## config.mk

```make
export PLATFORM = sky130hd
export DESIGN_NAME = crks_queue
export DESIGN_NICKNAME = d
export VERILOG_FILES = /design/src/hw/rtl/crks_pkg.sv /design/src/hw/rtl/crks_queue.sv
export SDC_FILE = /design/constraint.sdc
export NUM_CORES = 1
export LEC_CHECK = 0
export BUFFER_PORTS_ARGS = -buffer_cell sky130_fd_sc_hd__buf_4
export CORE_UTILIZATION = 56
export DETAILED_ROUTE_END_ITERATION = 10
export GPL_ROUTABILITY_DRIVEN = 0
export PLACE_DENSITY = 0.82
export SLEW_MARGIN = 0
export SYNTH_ARGS = -nofsm -noshare
export SYNTH_HDL_FRONTEND = slang
export SYNTH_SLANG_ARGS = --single-unit
```

## constraint.sdc

```tcl
create_clock -name clk_i -period 7.75 [get_ports clk_i]
set_input_delay 0 -clock clk_i [delete_from_list [all_inputs] [get_ports clk_i]]
set_output_delay 0 -clock clk_i [all_outputs]
set_load 0.01 [all_outputs]
```

## src/hw/rtl/crks_pkg.sv

```systemverilog
package crks_pkg;

  localparam int unsigned TimeW   = 16;
  localparam int unsigned ValW    = 16;
  localparam int unsigned CntW    = 7;
  localparam int unsigned MaxKeys = 64;

  typedef enum logic [1:0] {
    ST_INTERP = 2'd0,
    ST_EXACT  = 2'd1,
    ST_CLAMP  = 2'd2,
    ST_WRITE  = 2'd3
  } status_e;

  typedef enum logic {
    OP_WRITE = 1'b0,
    OP_QUERY = 1'b1
  } op_e;

  // Front-end item handed to the back end through the queue
  typedef struct packed {
    logic              op;
    logic [5:0]        key_index;
    logic [TimeW-1:0]  key_time;
    logic [ValW-1:0]   value_x;
    logic [ValW-1:0]   value_y;
    logic [ValW-1:0]   value_z;
    logic [TimeW-1:0]  query_time;
  } item_t;

  typedef enum logic [3:0] {
    BK_IDLE, BK_WRITE, BK_SRCH_RD, BK_SRCH, BK_T0_RD, BK_T0, BK_DIV,
    BK_WGT, BK_VAL_RD, BK_MAC, BK_NEXT, BK_EMIT_RD, BK_EMIT, BK_OUT
  } bk_state_e;

endpackage

```

## src/hw/rtl/crks_queue.sv

```systemverilog
// Two-entry request queue between front and back end
module crks_queue (
  input  logic            clk_i,
  input  logic            rst_ni,
  input  logic            push_i,
  input  crks_pkg::item_t push_data_i,
  output logic            full_o,
  input  logic            pop_i,
  output logic            empty_o,
  output crks_pkg::item_t pop_data_o
);
  crks_pkg::item_t mem_q [2];
  logic            wr_q, rd_q;
  logic [1:0]      cnt_q;

  assign full_o     = cnt_q == 2'd2;
  assign empty_o    = cnt_q == 2'd0;
  assign pop_data_o = mem_q[rd_q];

  always_ff @(posedge clk_i or negedge rst_ni) begin
    if (!rst_ni) begin
      wr_q  <= 1'b0;
      rd_q  <= 1'b0;
      cnt_q <= 2'd0;
    end else begin
      if (push_i) wr_q <= ~wr_q;
      if (pop_i) rd_q <= ~rd_q;
      cnt_q <= cnt_q + {1'b0, push_i} - {1'b0, pop_i};
    end
  end

  always_ff @(posedge clk_i) begin
    if (push_i) mem_q[wr_q] <= push_data_i;
  end
endmodule

```

==> metrics.cfg, run 1 <==
[logic_synthesis]
ys_seq_area_frac=0.813
synth_nets=379
syn_inst=286
syn_area_per_cell_sq_um=22.9
yosys_warnings=0
yosysUniqueCellTypes=13
ys_ff_latch=178
synthesis.area_sq_um=6550

[global_route]
grt-ovfl-total=0
grt_max_degree=88
grt_antenna_before_repair=0
grt_usage=0.232
grt_pass1_wl_um=19600
grt_pass1_vias=3825

[place]
io_buffers=179
dp_cells=601
postPlaceCellArea_sq_um=8040
dp_hpwl_um=7130

[critical_path]
r2r-start=wr_q
crit_path_max_fanout=74
end_kind=output port
crit_required_ps=7750
reg2reg_depth=1
r2r_end=mem_q[1][39]
r2r_setup_slack_ps=5930
crit_type=register to output port
worstPathArrival_ps=2510
worstSetupStartpointType=register

[timing]
finalMaxSlewViolations=0
finalClockSkew_ps=6.07
setup_violations=0
tightest_slew_ps=1180
timing.slew.headroom=0.213
hold_viol=0
max_freq_mhz=398
period_share=0.324
fin_crit_ps=2510
setup-tns-final_ps=0
rsz0062_at_grt=false

[cts]
numCtsBuffers=17
root_buffer=clkbuf_16
cts_resized=0
clk_pin_slew_ps=60
post_cts_buffers=0
clock_latency_ps=420
cts.sinks=178
cts_max_path_buffers=2
h-tree-depth=4
holdBufCountCts=91
cts_tree=built

[worst_hold_path]
hp-start=push_data_i[18]
hold-path-cell-count=2
hold_class=input pin to register
min_to=mem_q[1][18]

[floorplan]
die_w_um=110
core_area_sq_um=11400
ios=180
fp.dieArea_sq_um=12100
die_h_um=110
start_util=0.574
row_count=39

[final_layout]
final_area_sq_um=9500
nets=661
seqCellArea_sq_um=5330
drive_above_1_share=0.515
area_growth_syn_to_layout_pct=45.1
fill_cells=536
fin_util=0.832
multi_input_area_sq_um=1150
layout.cells.non_filler=725

[status]
status=complete, no violations

[drt]
drtIter0Drc=170
ant_nets=0
wire_per_inst_um=19.2
first_pass_iters=4
via_count=3645
vias_per_cell=5.03
wl_um=13900
route.detailed.drc=0

[pwr]
p_leak_nw=3.71
p_total_mw=3.17
power_density_nw_per_um2=333
ir_worst_vdd_mv=0.244

[run]
max-cap-violations=0

[cell usage after synthesis]
cell / count / share of area
and2_1: 1 / 0.00096
buf_2: 6 / 0.0046
buf_6: 4 / 0.0069
dfrtp_1: 4 / 0.015
edfxtp_1: 174 / 0.80
ha_1: 2 / 0.0038
inv_1: 2 / 0.0011
mux2_2: 67 / 0.12
mux2_4: 20 / 0.046
nor2_1: 1 / 0.00057
nor2b_1: 2 / 0.0019
xor2_1: 2 / 0.0027
xor3_1: 1 / 0.0036
[stage by stage]
stage          worst slack, ps  hold WS [ps]
2_1_floorplan             2950          -296
3_3_place_gp              5740          -201
3_5_place_dp              5730          -199
4_1_cts                   5260           289
5_1_grt                   5150           296
6_report                  5240           308
[routing by layer]
layer / track usage / part of all wire
met1: 0.260 / 0.39
met2: 0.408 / 0.53
met3: 0.0747 / 0.063
met4: 0.0968 / 0.021
met5: 0 / 0
[state kept, by name, indices dropped and copies added, names as in the netlist]
register and flops:
rd_q 1, wr_q 1, mem_q 174, cnt_q 2
[cell usage in the layout, fill, tap and decap left out]
master,n
and2_4,1
buf_4,182
bufinv_16,1
clkbuf_1,5
clkbuf_16,17
clkbuf_8,4
clkinv_2,5
dfrtp_1,3
dfrtp_4,1
diode_2,1
dlygate4sd3_1,91
edfxtp_1,174
ha_1,2
inv_1,2
mux2_2,67
mux2_4,20
nor2_1,1
nor2b_1,1
nor2b_4,1
xor2_1,2
xor3_1,1
[worst max-delay path by stage]
stage | from | to | slack, ps | depth (start not counted)
final | rd_q | pop_data_o[18] | 5240 | 3
after global routing | rd_q | pop_data_o[28] | 5150 | 3
after CTS | rd_q | pop_data_o[28] | 5260 | 3
after detailed placement | rd_q | pop_data_o[40] | 5730 | 3
after global placement | rd_q | pop_data_o[28] | 5740 | 3
after floorplan | wr_q | mem_q[0][0] | 2950 | 1
[where the power goes]
part	switching, mW	internal (mW)	leakage, nW
Combinational	0.468	0.551	1.75
Sequential	0.0676	1.28	1.68
Clock	0.321	0.474	0.278
[logic make-up after synthesis]
kind of cell | count (synthesis) | share of synthesized area
buffers and inverters | 12 | 0.0126
multiplexers | 87 | 0.161
AND/OR/NAND/NOR | 4 | 0.00344
adder cells (fa/ha/maj) | 2 | 0.00382
XOR/XNOR | 3 | 0.00630
flip-flops | 178 | 0.813
[worst max-delay path, stage by stage, from the launching register on]
cell,delay [ps]
dfrtp_4,550
buf_4,830
mux2_2,440
buf_4,160
[layout make-up]
class / count / share of cell area
Tap cell: 143 / 0.0188
Antenna cell: 1 / 0.000263
Sequential cell: 178 / 0.561
Multi-Input combinational cell: 96 / 0.121
Inverter: 2 / 0.000790
Timing Repair Buffer: 273 / 0.240
Clock inverter: 6 / 0.00579
Clock buffer: 26 / 0.0525
Note: power is estimated with default switching activity, not from simulation.
==> inputs of run 2 (changes only) <==
Settings changed: CORE_UTILIZATION 56 to 47, PLACE_DENSITY 0.82 to 0.73.
Clock period 7.75 ns to 2.02 ns, I/O delays scaled along.
==> run 2 against run 1 <==
Against the previous run: clock power grew to 4.1 times the previous value; setup slack got worse by 5100 ps; register-to-register slack worse by 5300 ps; sequential share of layout area decreased by 1.0 points; largest power group unchanged; wire length fell by 7.9%; global-route usage down 5.0 points; non-clock buffer count grew 5; combinational power grew to 3.9 times the previous value; critical endpoint is now pop_data_o[82]; sequential power rose to 3.9 times the previous value; total power grew to 3.9 times the previous value.
==> metrics.cfg, run 2 (synthesis gave the netlist of run 1 again) <==
[global_route]
grt_pass1_wl_um=19400  ; was 19,600 um
busiest_layer=met2  ; unchanged
grt_usage=0.182  ; was 0.232
grt-ovfl-total=0  ; unchanged
grt_use_met2=0.315  ; was 0.408
grt_max_degree=54  ; was 88
met3_usage=0.0528  ; was 0.0747
gr-usage-met1=0.212  ; was 0.260
grt_pass1_vias=3856  ; was 3,825
grt_antenna_before_repair=0  ; unchanged

[final_layout]
fill_cells=846  ; was 536
nets=666  ; was 661
final_area_sq_um=9680  ; was 9500 sq um
area_growth_syn_to_layout_pct=47.7  ; was 45.1%
largest_reg_flops=174  ; unchanged
final_cell_mix=buf_4 (182), edfxtp_1 (174), dlygate4sd3_1 (91), mux2_2 (67), mux2_4 (20)  ; unchanged
layout.cells.non_filler=762  ; was 725
regMostFlops=mem_q  ; unchanged
drive_above_1_share=0.526  ; was 0.515
top_regs=mem_q x174, cnt_q x2  ; unchanged
final_common_cell=buf_4  ; unchanged
diodes=0  ; was 1

[timing]
timing.slew.headroom=0.681  ; was 0.213
finalMaxSlewViolations=0  ; unchanged
max_freq_mhz=525
setup_violations=0  ; unchanged
period_share=0.943
finalClockSkew_ps=4.20  ; was 6.07 ps
rsz0062_at_grt=false  ; unchanged
fin_crit_ps=1900
hold_viol=0  ; unchanged
setup-tns-final_ps=0  ; unchanged
holdWs_ps=307  ; was 308 ps
tightest_slew_ps=479  ; was 1180 ps

[critical_path]
crit_type=register to output port  ; unchanged
worstSetupStartpointType=register  ; unchanged
crit_required_ps=2020  ; was 7750 ps
r2r_setup_slack_ps=600  ; was 5930 ps
end_kind=output port  ; unchanged
crit_path_max_fanout=24  ; was 74
worstPathArrival_ps=1900  ; was 2510 ps

[pwr]
clock_power_share=0.260  ; was 0.251
power_density_nw_per_um2=1280  ; was 333 nW/um^2
p_sw_frac=0.268  ; was 0.271
p_int_mw=9.07  ; was 2.31 mW
p_switching_mw=3.33  ; was 0.857 mW
combPwrFrac=0.320  ; was 0.322
p_leak_nw=3.75  ; was 3.71 nW
power_frac_seq=0.420  ; was 0.427
ir_worst_vdd_mv=0.816  ; was 0.244 mV

[worst_hold_path]
hold_class=input pin to register  ; unchanged

[floorplan]
start_util=0.489  ; was 0.574
die_w_um=120  ; was 110 um
ios=180  ; unchanged
die_h_um=120  ; was 110 um
row_count=42  ; was 39
fp.dieArea_sq_um=14400  ; was 12,100 sq um
core_area_sq_um=13400  ; was 11,400 sq um

[cts]
clk_pin_slew_ps=60  ; about the same
root_buffer=clkbuf_16  ; unchanged
clock_latency_ps=420  ; about the same
cts_tree=built  ; unchanged
h-tree-depth=4  ; unchanged
cts_max_path_buffers=2  ; unchanged
cts_resized=0  ; unchanged
numCtsBuffers=17  ; unchanged
cts.sinks=178  ; unchanged

[status]
status=complete, no violations  ; unchanged

[drt]
wl_um=12800  ; was 13,900 um
route.detailed.drc=0  ; unchanged
drtIter0Drc=154  ; was 170
vias_per_cell=4.80  ; was 5.03
via_count=3654  ; was 3,645
wire_per_inst_um=16.8  ; was 19.2 um
ant_nets=0  ; unchanged
first_pass_iters=4  ; unchanged

[place]
io_buffers=179  ; unchanged
dp_cells=639  ; was 601
dp_hpwl_um=7730  ; was 7130 um
postPlaceCellArea_sq_um=8180  ; was 8040 sq um

[run]
max-cap-violations=0  ; unchanged

-- run 2: cell types whose count changed in the layout (fill, tap and decap cells not counted) --
cell and change:
buf_12 +5, bufinv_16 +2, clkbuf_1 -5, clkbuf_8 -4, clkinv_1 +1, clkinv_4 +1
clkinvlp_4 +4, diode_2 -1, inv_6 +1
-- run 2: what timing repair did --
item	4_1_cts	5_1_grt
hold endpoints to repair	181	0
setup buffers	0	0
hold buffers	91	0
-- run 2: worst max-delay path, cell delays in order, from the launching register on --
cell     delay [ps]
dfrtp_4         690
buf_4           290
mux2_2          360
buf_4           150
-- run 2: metrics by stage --
stage | worst slack (ps) | util | total power, mW
3_5_place_dp | 512 | 0.610 | 9.13
2_1_floorplan | -118 | - | 7.36
4_1_cts | 60.5 | 0.722 | 12.5
6_report | 115 | 0.722 | 12.4
3_3_place_gp | 518 | 0.610 | 9.04
5_1_grt | 28.4 | 0.722 | 12.9
-- run 2: cell type report --
cell class                      instances  area, sq um  share of cell area
Sequential cell                       178         5330               0.551
Timing Repair Buffer                  278         2380               0.246
Multi-Input combinational cell         96         1150               0.119
Clock buffer                           17          425              0.0440
Tap cell                              176          220              0.0228
Clock inverter                         15          166              0.0172
Inverter                                2         7.51            0.000776
-- run 2: path summary, 6_finish.rpt --
check,startpoint,to,cells after the start
setup / recovery,rd_q,pop_data_o[82],3
hold / removal,push_data_i[54],mem_q[0][54],2
setup reg to reg,wr_q,mem_q[1][28],2
hold reg to reg,wr_q,wr_q,1
max in group asynchronous,rst_ni,rd_q,3
min in group asynchronous,rst_ni,cnt_q[0],3
-- run 2: routing by layer --
metal / up-vias / part of all wire
met5: - / 0
met1: 1786 / 0.39
met4: 0 / 0.019
met2: 135 / 0.52
met3: 22 / 0.069
li1: 1711 / -
-- run 2: power groups by stage --
stage / Combinational (mW) / Clock (mW) / Sequential (mW)
global route: 4.23 / 3.40 / 5.27
floorplan: 2.24 / 0 / 5.12
finish: 3.97 / 3.23 / 5.21
CTS: 4.01 / 3.28 / 5.21
global placement: 3.79 / 0 / 5.25
detailed placement: 3.84 / 0 / 5.29
